`config.mk`:
```
export PLATFORM = sky130hd
export DESIGN_NAME = playfair_digraph_cipher_core
export DESIGN_NICKNAME = d
export VERILOG_FILES = /design/src/hdl/pfc_pkg.sv /design/src/hdl/pfc_pair_xform.sv /design/src/hdl/playfair_digraph_cipher_core.sv
export SDC_FILE = /design/constraint.sdc
export NUM_CORES = 1
export LEC_CHECK = 0
export ABC_AREA = 1
export BUFFER_PORTS_ARGS = -buffer_cell sky130_fd_sc_hd__buf_4
export CAP_MARGIN = 20
export CORE_ASPECT_RATIO = 0.8
export CORE_MARGIN = 2
export CORE_UTILIZATION = 35
export DETAILED_ROUTE_END_ITERATION = 16
export GPL_TIMING_DRIVEN = 0
export PLACE_DENSITY = 0.46
export SYNTH_ARGS = -nofsm -noshare
export SYNTH_HDL_FRONTEND = slang
export SYNTH_HIERARCHICAL = 1
export SYNTH_SLANG_ARGS = --single-unit
```
`constraint.sdc`:
```
create_clock -name i_clk -period 7.49 [get_ports i_clk]
set_clock_uncertainty 0.05 [all_clocks]
set_input_delay 1.1235 -clock i_clk [delete_from_list [all_inputs] [get_ports i_clk]]
set_output_delay 1.1235 -clock i_clk [all_outputs]
set_load 0.05 [all_outputs]
```
`src/hdl/pfc_pkg.sv`:
```
// Package for the Playfair digraph cipher core.
// Holds the state type, the action codes, the letter constants and the
// letter folding and default table functions. No dependencies.
package pfc_pkg;

    localparam int SIDE    = 5;
    localparam int CELLS   = 25;
    localparam int LETTERS = 26;

    localparam logic [4:0] IDX_I = 5'd8;
    localparam logic [4:0] IDX_J = 5'd9;
    localparam logic [4:0] IDX_Z = 5'd25;
    localparam logic [6:0] ASCII_A = 7'd65;

    localparam logic [2:0] ACT_KEY_BEGIN = 3'd0;
    localparam logic [2:0] ACT_KEY_LETTER = 3'd1;
    localparam logic [2:0] ACT_KEY_END = 3'd2;
    localparam logic [2:0] ACT_TEXT_LETTER = 3'd3;
    localparam logic [2:0] ACT_TEXT_END = 3'd4;

    localparam logic CFG_DECRYPT = 1'b0;
    localparam logic CFG_FILLER = 1'b1;

    typedef enum logic [2:0] {
        ST_IDLE,
        ST_FILL,
        ST_POS,
        ST_SQ,
        ST_EMIT1,
        ST_EMIT2
    } t_state;

    // Returns {valid, index}; lower case is folded and J is read as I.
    function automatic logic [5:0] fold_char(input logic [7:0] c);
        logic [7:0] u;
        logic [4:0] idx;
        u = (c >= 8'd97 && c <= 8'd122) ? c - 8'd32 : c;
        if (u < 8'd65 || u > 8'd90) begin
            return 6'd0;
        end
        idx = 5'(u - 8'd65);
        if (idx == IDX_J) begin
            idx = IDX_I;
        end
        return {1'b1, idx};
    endfunction

    function automatic logic [4:0] filler_index(input logic [6:0] f);
        logic [5:0] r;
        r = fold_char({1'b0, f});
        return r[5] ? r[4:0] : IDX_Z;
    endfunction

    // Square contents after reset: the alphabet with J left out.
    function automatic logic [4:0] default_square(input logic [4:0] q);
        return (q < IDX_J) ? q : q + 5'd1;
    endfunction

    // Letter positions after reset, J sharing the cell of I.
    function automatic logic [4:0] default_pos(input logic [4:0] a);
        if (a < IDX_J) begin
            return a;
        end else if (a == IDX_J) begin
            return IDX_I;
        end
        return a - 5'd1;
    endfunction

endpackage

```
`src/hdl/pfc_pair_xform.sv`:
```
// Playfair pair transform: maps the two source cells to the two result cells.
// Depends on pfc_pkg.
module pfc_pair_xform (
    input  logic       i_decrypt,
    input  logic [4:0] i_p1,
    input  logic [4:0] i_p2,
    output logic [4:0] o_q1,
    output logic [4:0] o_q2
);
    import pfc_pkg::*;

    logic [2:0] r1, c1, r2, c2;

    function automatic logic [2:0] wrap_step(input logic [2:0] x, input logic dec);
        logic [3:0] s;
        s = {1'b0, x} + (dec ? 4'd4 : 4'd1);
        return (s >= 4'd5) ? 3'(s - 4'd5) : s[2:0];
    endfunction

    // Row of a cell found by comparing against the row starts.
    function automatic logic [2:0] row_of(input logic [4:0] p);
        if (p >= 5'd20) begin
            return 3'd4;
        end else if (p >= 5'd15) begin
            return 3'd3;
        end else if (p >= 5'd10) begin
            return 3'd2;
        end else if (p >= 5'd5) begin
            return 3'd1;
        end
        return 3'd0;
    endfunction

    function automatic logic [2:0] col_of(input logic [4:0] p, input logic [2:0] r);
        logic [4:0] base;
        base = 5'({2'b00, r} * 5'(SIDE));
        return 3'(p - base);
    endfunction

    function automatic logic [4:0] cell_idx(input logic [2:0] r, input logic [2:0] c);
        return 5'({2'b00, r} * 5'(SIDE) + {2'b00, c});
    endfunction

    always_comb begin
        r1 = row_of(i_p1);
        c1 = col_of(i_p1, r1);
        r2 = row_of(i_p2);
        c2 = col_of(i_p2, r2);
        if (r1 == r2) begin
            o_q1 = cell_idx(r1, wrap_step(c1, i_decrypt));
            o_q2 = cell_idx(r2, wrap_step(c2, i_decrypt));
        end else if (c1 == c2) begin
            o_q1 = cell_idx(wrap_step(r1, i_decrypt), c1);
            o_q2 = cell_idx(wrap_step(r2, i_decrypt), c2);
        end else begin
            o_q1 = cell_idx(r1, c2);
            o_q2 = cell_idx(r2, c1);
        end
    end

endmodule

```
`src/hdl/playfair_digraph_cipher_core.sv`:
```
// Top level of the Playfair digraph cipher core: key schedule, pairing,
// square and position memories and the output word register.
// Depends on pfc_pkg and pfc_pair_xform.
//
// Channel   Dir  Contents
// s_axis    in   tuser[2:0] action, tdata[7:0] character
// m_axis    out  tdata[6:0] out_letter (bit 7 zero), tlast pair_last
// cfg       in   index 0 decrypt_mode, index 1 filler_letter
//
// A key letter, key begin, an ignored item or a text letter that only
// becomes pending is accepted without leaving idle. A text letter that
// completes a pair, or text end with a letter pending, is followed by
// two memory read states (letter positions, then square cells) and two
// output words; each output word holds while the receiver stalls. Key
// end is followed by a walk over the alphabet, one letter per cycle.
// Reset is synchronous and active low; after it the square holds the plain
// alphabet without any clearing pass. A stalled output word holds until taken.
module playfair_digraph_cipher_core (
    input  logic       i_clk,
    input  logic       i_rst_n,
    input  logic       s_axis_tvalid,
    output logic       s_axis_tready,
    input  logic [7:0] s_axis_tdata,   // [7:0] character
    input  logic [2:0] s_axis_tuser,   // [2:0] action
    output logic       m_axis_tvalid,
    input  logic       m_axis_tready,
    output logic [7:0] m_axis_tdata,   // [6:0] out_letter, [7] zero
    output logic       m_axis_tlast,
    input  logic       i_cfg_we,
    input  logic       i_cfg_idx,
    input  logic [6:0] i_cfg_data
);
    import pfc_pkg::*;

    t_state r_state, n_state;

    // The square and the letter position table are memories with
    // registered reads. Valid bits say which entries have been written
    // since the last key begin; r_keyed tells whether an unwritten entry
    // reads as the power-up table or as zero.
    logic [4:0] r_sq_mem [CELLS];
    logic [4:0] r_pos_mem [LETTERS];
    logic [CELLS-1:0]   r_sq_vld;
    logic [LETTERS-1:0] r_pos_vld;
    logic               r_keyed;

    logic [LETTERS-1:0] r_used;
    logic [4:0] r_fill;
    logic [4:0] r_sweep;
    logic       r_pend_vld;
    logic [4:0] r_pend;
    logic       r_decrypt;
    logic [6:0] r_filler;

    logic [4:0] r_pa, r_pb;     // letters of the pair in flight
    logic [4:0] r_p1, r_p2;     // their cells
    logic [4:0] r_l1, r_l2;     // result letters

    logic       accept;
    logic [5:0] folded;
    logic       place_en;
    logic [4:0] place_letter;
    logic       pair_go;
    logic [4:0] pair_a, pair_b;
    logic [4:0] q1, q2;

    assign accept = s_axis_tvalid && s_axis_tready;
    assign folded = fold_char(s_axis_tdata);

    pfc_pair_xform u_xform (
        .i_decrypt (r_decrypt),
        .i_p1      (r_p1),
        .i_p2      (r_p2),
        .o_q1      (q1),
        .o_q2      (q2)
    );

    // Pairing and letter placement decisions for the word being accepted or the key end fill sweep.
    always_comb begin
        place_en = 1'b0;
        place_letter = 5'd0;
        pair_go = 1'b0;
        pair_a = r_pend;
        pair_b = folded[4:0];
        if (r_state == ST_FILL) begin
            place_letter = r_sweep;
            place_en = (r_sweep != IDX_J);
        end else if (accept) begin
            case (s_axis_tuser)
                ACT_KEY_LETTER: begin
                    place_letter = folded[4:0];
                    place_en = folded[5];
                end
                ACT_TEXT_LETTER: begin
                    if (folded[5] && r_pend_vld) begin
                        pair_go = 1'b1;
                        if (!r_decrypt && r_pend == folded[4:0]) begin
                            pair_b = filler_index(r_filler);
                        end
                    end
                end
                ACT_TEXT_END: begin
                    pair_go = r_pend_vld;
                    pair_b = filler_index(r_filler);
                end
                default: begin
                end
            endcase
        end
        if (r_fill >= 5'(CELLS) || r_used[place_letter]) begin
            place_en = 1'b0;
        end
    end

    // Next state.
    always_comb begin
        n_state = r_state;
        case (r_state)
            ST_IDLE: begin
                if (accept && s_axis_tuser == ACT_KEY_END) begin
                    n_state = ST_FILL;
                end else if (pair_go) begin
                    n_state = ST_POS;
                end
            end
            ST_FILL: begin
                if (r_sweep == 5'(LETTERS - 1)) begin
                    n_state = ST_IDLE;
                end
            end
            ST_POS: n_state = ST_SQ;
            ST_SQ: n_state = ST_EMIT1;
            ST_EMIT1: begin
                if (m_axis_tready) begin
                    n_state = ST_EMIT2;
                end
            end
            ST_EMIT2: begin
                if (m_axis_tready) begin
                    n_state = ST_IDLE;
                end
            end
            default: n_state = ST_IDLE;
        endcase
    end

    // Outputs.
    always_comb begin
        s_axis_tready = (r_state == ST_IDLE);
        m_axis_tvalid = (r_state == ST_EMIT1) || (r_state == ST_EMIT2);
        m_axis_tlast = (r_state == ST_EMIT2);
        if (r_state != ST_EMIT2) begin
            m_axis_tdata = {1'b0, {2'b00, r_l1} + ASCII_A};
        end else begin
            m_axis_tdata = {1'b0, {2'b00, r_l2} + ASCII_A};
        end
    end

    // Memories: writes while placing letters, reads while looking up a pair.
    always_ff @(posedge i_clk) begin
        if (place_en) begin
            r_sq_mem[r_fill] <= place_letter;
            r_pos_mem[place_letter] <= r_fill;
        end
        if (r_state == ST_POS) begin
            r_p1 <= r_pos_vld[r_pa] ? r_pos_mem[r_pa] :
                    (r_keyed ? 5'd0 : default_pos(r_pa));
            r_p2 <= r_pos_vld[r_pb] ? r_pos_mem[r_pb] :
                    (r_keyed ? 5'd0 : default_pos(r_pb));
        end
        if (r_state == ST_SQ) begin
            r_l1 <= r_sq_vld[q1] ? r_sq_mem[q1] : (r_keyed ? 5'd0 : default_square(q1));
            r_l2 <= r_sq_vld[q2] ? r_sq_mem[q2] : (r_keyed ? 5'd0 : default_square(q2));
        end
        if (pair_go) begin
            r_pa <= pair_a;
            r_pb <= pair_b;
        end
    end

    // Control state.
    always_ff @(posedge i_clk) begin
        if (!i_rst_n) begin
            r_state <= ST_IDLE;
            r_sq_vld <= '0;
            r_pos_vld <= '0;
            r_keyed <= 1'b0;
            r_used <= '0;
            r_fill <= '0;
            r_sweep <= '0;
            r_pend_vld <= 1'b0;
            r_pend <= '0;
            r_decrypt <= 1'b0;
            r_filler <= 7'd90;
        end else begin
            r_state <= n_state;
            if (i_cfg_we) begin
                if (i_cfg_idx == CFG_DECRYPT) begin
                    r_decrypt <= i_cfg_data[0];
                end else begin
                    r_filler <= i_cfg_data;
                end
            end
            if (place_en) begin
                r_sq_vld[r_fill] <= 1'b1;
                r_pos_vld[place_letter] <= 1'b1;
                r_used[place_letter] <= 1'b1;
                r_fill <= r_fill + 5'd1;
            end
            if (r_state == ST_FILL) begin
                r_sweep <= r_sweep + 5'd1;
            end else begin
                r_sweep <= '0;
            end
            if (accept) begin
                case (s_axis_tuser)
                    ACT_KEY_BEGIN: begin
                        r_sq_vld <= '0;
                        r_pos_vld <= '0;
                        r_keyed <= 1'b1;
                        r_used <= '0;
                        r_fill <= '0;
                        r_pend_vld <= 1'b0;
                        r_pend <= '0;
                    end
                    ACT_TEXT_LETTER: begin
                        if (folded[5]) begin
                            if (!r_pend_vld) begin
                                r_pend_vld <= 1'b1;
                                r_pend <= folded[4:0];
                            end else if (!r_decrypt && r_pend == folded[4:0]) begin
                                r_pend <= folded[4:0];
                            end else begin
                                r_pend_vld <= 1'b0;
                                r_pend <= '0;
                            end
                        end
                    end
                    ACT_TEXT_END: begin
                        r_pend_vld <= 1'b0;
                        r_pend <= '0;
                    end
                    default: begin
                    end
                endcase
            end
        end
    end

endmodule

```
# Word level (Yosys, flattened, before mapping)
# Memory sizes are Yosys's and may differ from the RTL's. A register that Yosys moved wholly into a read port is not among the register bits.
# Index checks and enable logic that the tools add are counted.
# classes
n_eq_ne,24
n_mux,139
bitwise_logic,4
n_reduce_logical,23
addsub,28
magnitude_cmp,33
n_shift,0
n_mul,4
n_div,0
# ops
op,count
$mux W5,39
$mux W26,6
$mux W6,13
$mux W25,3
$mux W3,20
$or A26 B26 Y26,2
$mux W1,43
$lt A5 B6 Y1 const B,6
$add A5 B3 Y5,6
$bmux W1 S5,5
$or A25 B25 Y25,1
$add A5 B1 Y5 const B,4
$eq A5 B4 Y1 const B,4
$ge A5 B4 Y1 const B,4
$lt A5 B4 Y1 const B,4
$mul A3 B3 Y5 const B,4
$pmux W5 S2,2
$sub A5 B1 Y5 const B,4
$pmux W3 S6,1
$add A3 B3 Y4,4
$ge A4 B3 Y1 const B,4
$gt A8 B7 Y1 const B,2
$lt A8 B7 Y1 const B,2
$mux W8,2
other kinds (36),70
# word_totals
inputBits,24
latchBits,0
wordCells,274
ram_bits,255
output_inout_bits,11
rom_bits,0
register_bits,135
n_memories,2
# memory_table
name,depth,width,rd,rd_ports_with_merged_regs,wr,line,text
r_pos_mem,26,5,2,2,1,playfair_digraph_cipher_core.sv:42,logic [4:0] r_pos_mem [LETTERS];
r_sq_mem,25,5,2,0,1,playfair_digraph_cipher_core.sv:41,logic [4:0] r_sq_mem [CELLS];

# Longest topological paths before layout
# logic_depth
depth_word,27
ltp_mapped,35
ltp_nobuf,35

# By module
# Netlist, hierarchy kept.
# modules_own_cells
mod,seq_area_each_um2,n_inst,area_per_inst_um2,cells_each
playfair_digraph_cipher_core,10860.4,1,20508.4,2425
pfc_pair_xform,0.0,1,2149.6,311

# Worst setup path after synthesis
# No wires, ideal clock.
# synth_path
path_kind,register to register
from,register r_p2[2]
to,register r_l2[1] (data pin)
path_buffers,0
required_time_ps,7157
slack_ps,2083
path_stages_with_launch,29
period_less_slack_ps,5407
setup_ps,283
t_arrival_ps,5074
cell_sequence,edfxtp_1 -> o21ai_4 -> nand2_1 -> clkinv_2 -> nand2_4 -> inv_2 -> ha_1 -> inv_1 -> fa_1 -> xnor2_1 -> inv_1 -> nand2_4 -> nand2_4 -> ha_1 -> xnor2_1 -> nor2_1 -> a311o_1 -> o21ai_0 -> ha_1 -> a21o_1 -> a21oi_1 -> xor2_1 -> nand2_1 -> nand2_1 -> inv_1 -> nor2_1 -> a221o_1 -> o21ai_1 -> a31oi_1
# synth_between
elab_chain_len,17
elab_cells_between_ends,38
cone_classes,9 x add/sub; 2 x mul; 7 x order compare; 2 x eq/ne; 17 x mux; 1 x memory
# synth_rtl
element,line,text
start: declaration,playfair_digraph_cipher_core.sv:56,"logic [4:0] r_p1, r_p2;"
start signal: assignment,playfair_digraph_cipher_core.sv:168,r_p2 <= r_pos_vld[r_pb] ? r_pos_mem[r_pb] :
$ge A5 B3 Y1,pfc_pair_xform.sv:28,end else if (p >= 5'd5) begin
$mux W1,pfc_pair_xform.sv:28,
$mux W1,pfc_pair_xform.sv:26,end else if (p >= 5'd10) begin
$mux W1,pfc_pair_xform.sv:24,end else if (p >= 5'd15) begin
$mux W1,pfc_pair_xform.sv:22,if (p >= 5'd20) begin
$mux W3,pfc_pair_xform.sv:31,return 3'd0;
$mul A3 B3 Y5 or $add A3 B3 Y4 (tied branches),"pfc_pair_xform.sv:36, pfc_pair_xform.sv:16",
$sub A3 B3 Y3 (tied with other cells),pfc_pair_xform.sv:37,return 3'(p - base);
[2 not listed],--,
$mux W3 or $add A5 B3 Y5 (tied branches),"pfc_pair_xform.sv:17, pfc_pair_xform.sv:41",
$add A5 B3 Y5 or $mux W5 (tied branches),"pfc_pair_xform.sv:41, pfc_pair_xform.sv:52",
$mux W5 (*),pfc_pair_xform.sv:49,if (r1 == r2) begin
named net q2[3],playfair_digraph_cipher_core.sv:65,"logic [4:0] q1, q2;"
$lt A5 B4 Y1,pfc_pkg.sv:56,return (q < IDX_J) ? q : q + 5'd1;
$mux W5,pfc_pkg.sv:56,
$mux W5,playfair_digraph_cipher_core.sv:173,r_l2 <= r_sq_vld[q2] ? r_sq_mem[q2] : (r_keyed ? 5'd0 : default_square(q2));
$mux W5 (*),playfair_digraph_cipher_core.sv:173,
end signal: assignment,playfair_digraph_cipher_core.sv:173,
end: declaration,playfair_digraph_cipher_core.sv:57,"logic [4:0] r_l1, r_l2;"
# The timed path passes the listed nets; every way through them passes the cells marked *. The select of a mux whose other input is x is not followed.
# A chain may end at the register's enable or synchronous reset.

# Final worst setup path
# layout_path
from,register r_p2[2]
to,register r_l2[4] (data pin)
# layout_between
elab_chain_len,17
elab_cells_between_ends,38
cone_classes,9 x add/sub; 2 x mul; 7 x order compare; 2 x eq/ne; 17 x mux; 1 x memory
# layout_rtl
element,line
$ge A5 B3 Y1,pfc_pair_xform.sv:28
$mux W1,pfc_pair_xform.sv:28
$mux W1,pfc_pair_xform.sv:26
$mux W1,pfc_pair_xform.sv:24
$mux W1,pfc_pair_xform.sv:22
$mux W3,pfc_pair_xform.sv:31
$mul A3 B3 Y5 or $add A3 B3 Y4 (tied branches),"pfc_pair_xform.sv:36, pfc_pair_xform.sv:16"
$sub A3 B3 Y3 (tied with other cells),pfc_pair_xform.sv:37
[2 not listed],--
$mux W3 or $add A5 B3 Y5 (tied branches),"pfc_pair_xform.sv:17, pfc_pair_xform.sv:41"
$add A5 B3 Y5 or $mux W5 (tied branches),"pfc_pair_xform.sv:41, pfc_pair_xform.sv:52"
$mux W5 (*),pfc_pair_xform.sv:49
named net q2[0],playfair_digraph_cipher_core.sv:65
$add A5 B1 Y5 or $lt A5 B4 Y1 (tied branches),pfc_pkg.sv:56
$mux W5,pfc_pkg.sv:56
$mux W5,playfair_digraph_cipher_core.sv:173
$mux W5 (*),playfair_digraph_cipher_core.sv:173
# Marks and branches as above.

==> summary.md <==
| Metric | Value |
|---|---|
| Worst path bufs/invs | 8 |
| Clk sinks | 400 |
| RSZ-0062 raised after global routing | no |
| DP Area | 24130 um^2 |
| Worst-margin pin slew | 994.7 ps |
| Sequential share of the synthesized area | 0.4793 |
| Nets | 2931 |
| H-tree depth | 2 |
| Initial antenna violation count | 0 |
| Std-Cell Rows | 83 |
| Via count | 20872 |
| Crit path capture | r_l2[4]$_DFFE_PN_ |
| Crit path DAT | 7500 ps |
| Worst path depth | 30 |
| Setup TNS | 0 ps |
| Reg2reg path depth | 30 |
| Final Max Slew Viols | 0 |
| Vias per inst | 5.623 |
| DP Wirelength | 65180 um |
| Most frequent cells in the layout | nand2_1 (414), o21ai_0 (403), inv_1 (373), edfxtp_1 (285), a21oi_1 (277) |
| Critical Path Start | r_p2[2]$_DFFE_PP_ |
| PwrDens | 417.8 nW/um^2 |
| Sequential cell area | 10860 um^2 |
| Total grt overflow | 0 |
| Top delay family on crit path | buffers and inverters |
| Antenna diodes | 0 |
| Hold_sp | pair_a[1]$_SDFFE_PN0P_ |
| Total Routing Usage GR | 0.2599 |
| Syn Area/Cell | 8.281 um^2 |
| Crit share post-route | 0.9568 |
| Final wirelength | 87750 um |
| CORE AREA | 64080 um^2 |
| Vias in the first global route | 19346 |
| Maximum vdd drop | 307.7 uV |
| # Post-CTS Setup Buffers | 0 |
| Kind of critical path | flop to flop |
| Pin count of the biggest net entering global routing | 35 |
| Worst-case clock buffer depth | 3 |
| Antenna-violating nets left | 0 |
| Final core utilization | 0.4021 |
| Buffers on Ports | 32 |
| Initial DRC Count | 3089 |
| Synth async-reset ratio | 0 |
| Ys flop type | edfxtp_1 |
| First-pass GRT wire length | 128500 um |
| Drt drc | 0 |
| CTS Buf Count | 46 |
| #FFs+latches synth | 400 |
| Share of cells above drive strength 1 | 0.06778 |
| Area of the multi-input gates | 9766 um^2 |
| Critical Path Source Type | flop |
| CP max FO | 10 |
| Rel. slew slack | 0.3369 |
| Syn Inst Count | 2736 |
| Initial Util | 0.3536 |
| Final instance area | 25760 um^2 |
| Status | finished, final reports clean |
| Post-Syn Nets | 2842 |
| Setup slack, reg-to-reg | 320 ps |
| Max-cap viol count | 0 |
| Final Critical Period | 7166 ps |
| Syn-to-layout area delta | 13.70% |
| DR pass1 iterations | 6 |
| Die footprint | 66800 um^2 |
| # hold bufs at CTS | 0 |
| # IOs | 35 |
| Netlist Area Pre-Place | 22660 um^2 |
| Setup Viol. Count Final | 0 |
| Post-synth EDFFs | 285 |
| Placer Congestion | 0.9692 |
| Clk_lat worst skew | 600 ps |
| Die Ht | 231.6 um |
| Worst setup EP type | flop |
| Critical R2R Launch | r_p2[2]$_DFFE_PP_ |
| Synth cell types | 58 |
| Wire length per cell | 23.64 um |
| Crit path max-delay cell type | clkbuf_1 |
| Most common cell after layout, fill and taps aside | nand2_1 |
| Delay of the slowest critical-path stage | 610 ps |
| Die X | 288.5 um |
| CTS tree | yes |
| F_max | 139.5 MHz |
| Root Driver | clkbuf_16 |
| Leakage | 10.27 nW |
| Fillers | 6395 |
| Yosys warnings | 6 |
| CP required | 7830 ps |
| Worst hold margin | 397.6 ps |
| Reg-to-Reg End | r_l2[4]$_DFFE_PN_ |
| Clock-pin slew on the worst setup and hold paths | 60 ps |
| Final hold vios | 0 |
| Type of the most critical hold path | flop to flop |
registers in the layout, indices dropped and copies added, names as in the netlist, named ones only:
register	flops
r_pa	5
r_fill	5
r_sq_vld	25
r_l1	5
r_pb	5
r_pos_vld	26
r_keyed	1
r_sq_mem	125
r_state	3
r_p1	5
r_filler	7
r_pend_vld	1
r_p2	5
r_used	26
r_pos_mem	130
pair_a	5
r_l2	5
r_decrypt	1
r_sweep	5
layout make-up:
| type | count | share of cell area |
|---|---|---|
| sequential | 400 | 0.4217 |
| multi-input combinational | 1809 | 0.3791 |
| inverter | 388 | 0.05658 |
| clock buffer | 64 | 0.05172 |
| tap | 850 | 0.04128 |
| buffer | 139 | 0.02234 |
| timing repair buffer | 41 | 0.01617 |
| clock inverter | 21 | 0.01112 |
routing by layer:
metal  vias up  routed length, um  global-route usage
met1     10047              41620              0.4053
met4         0               1881             0.05602
li1       9530                  -                   -
met3       152               9845             0.06506
met2      1143              34400              0.3548
met5         -                  0                   0
kinds of logic (layout without fill, tap and decap cells):
family	after synthesis	in the layout	share of synthesized area
AND/OR/NAND/NOR	850	850	0.1643
AO/OA/AOI/OAI	829	829	0.1997
buffers and inverters	527	653	0.08968
flip-flops	400	400	0.4793
adder cells (fa/ha/maj)	82	82	0.04793
XOR/XNOR	40	40	0.01579
multiplexers	6	6	0.002927
other	2	2	0.0003315
power breakdown:
part | internal, mW | switching, mW | leakage, nW
clock | 1.46 | 0.978 | 0.786
combinational | 1.53 | 4.22 | 5.93
sequential | 2.51 | 0.0693 | 3.55
total | 5.50 | 5.27 | 10.3
cell usage after synthesis, drive strengths merged (33+ instances only):
| master | n | area share |
|---|---|---|
| nand2 | 431 | 0.075 |
| o21ai | 412 | 0.092 |
| inv | 381 | 0.063 |
| edfxtp | 285 | 0.38 |
| a21oi | 277 | 0.061 |
| nor2 | 216 | 0.039 |
| nand3 | 161 | 0.038 |
| clkbuf | 120 | 0.020 |
| dfxtp | 115 | 0.10 |
| ha | 74 | 0.041 |
| o211ai | 54 | 0.018 |
| xor2 | 33 | 0.013 |
stage by stage:
| step | setup slack (ps) | power [mW] | std cells |
|---|---|---|---|
| 5_1_grt | 61.95 | 11.32 | 3712 |
| 2_1_floorplan | 2083 | 6.004 | 2736 |
| 3_3_place_gp | 567.7 | 8.000 | 3618 |
| 3_5_place_dp | 513.8 | 8.076 | 3626 |
| 4_1_cts | 490.4 | 10.53 | 3711 |
| 6_report | 323.5 | 10.76 | 3712 |
worst min-delay path by stage:
stage               cells after the start               endpoint  slack [ps]
floorplan                               2   r_used[0]$_SDFF_PN0_         380
global placement                        2  r_used[25]$_SDFF_PN0_         390
detailed placement                      2  r_used[23]$_SDFF_PN0_         390
CTS                                     2  r_used[23]$_SDFF_PN0_         400
global route                            2  r_used[21]$_SDFF_PN0_         420
finish                                  0      r_pa[1]$_DFFE_PP_         400
what timing repair did:
action                                  in CTS  in global routing
hold endpoints to repair                     0                  0
endpoints found under the setup margin       0                  1
gates resized for setup                      0                  2
No activity file was read; power rests on OpenSTA's default activity.
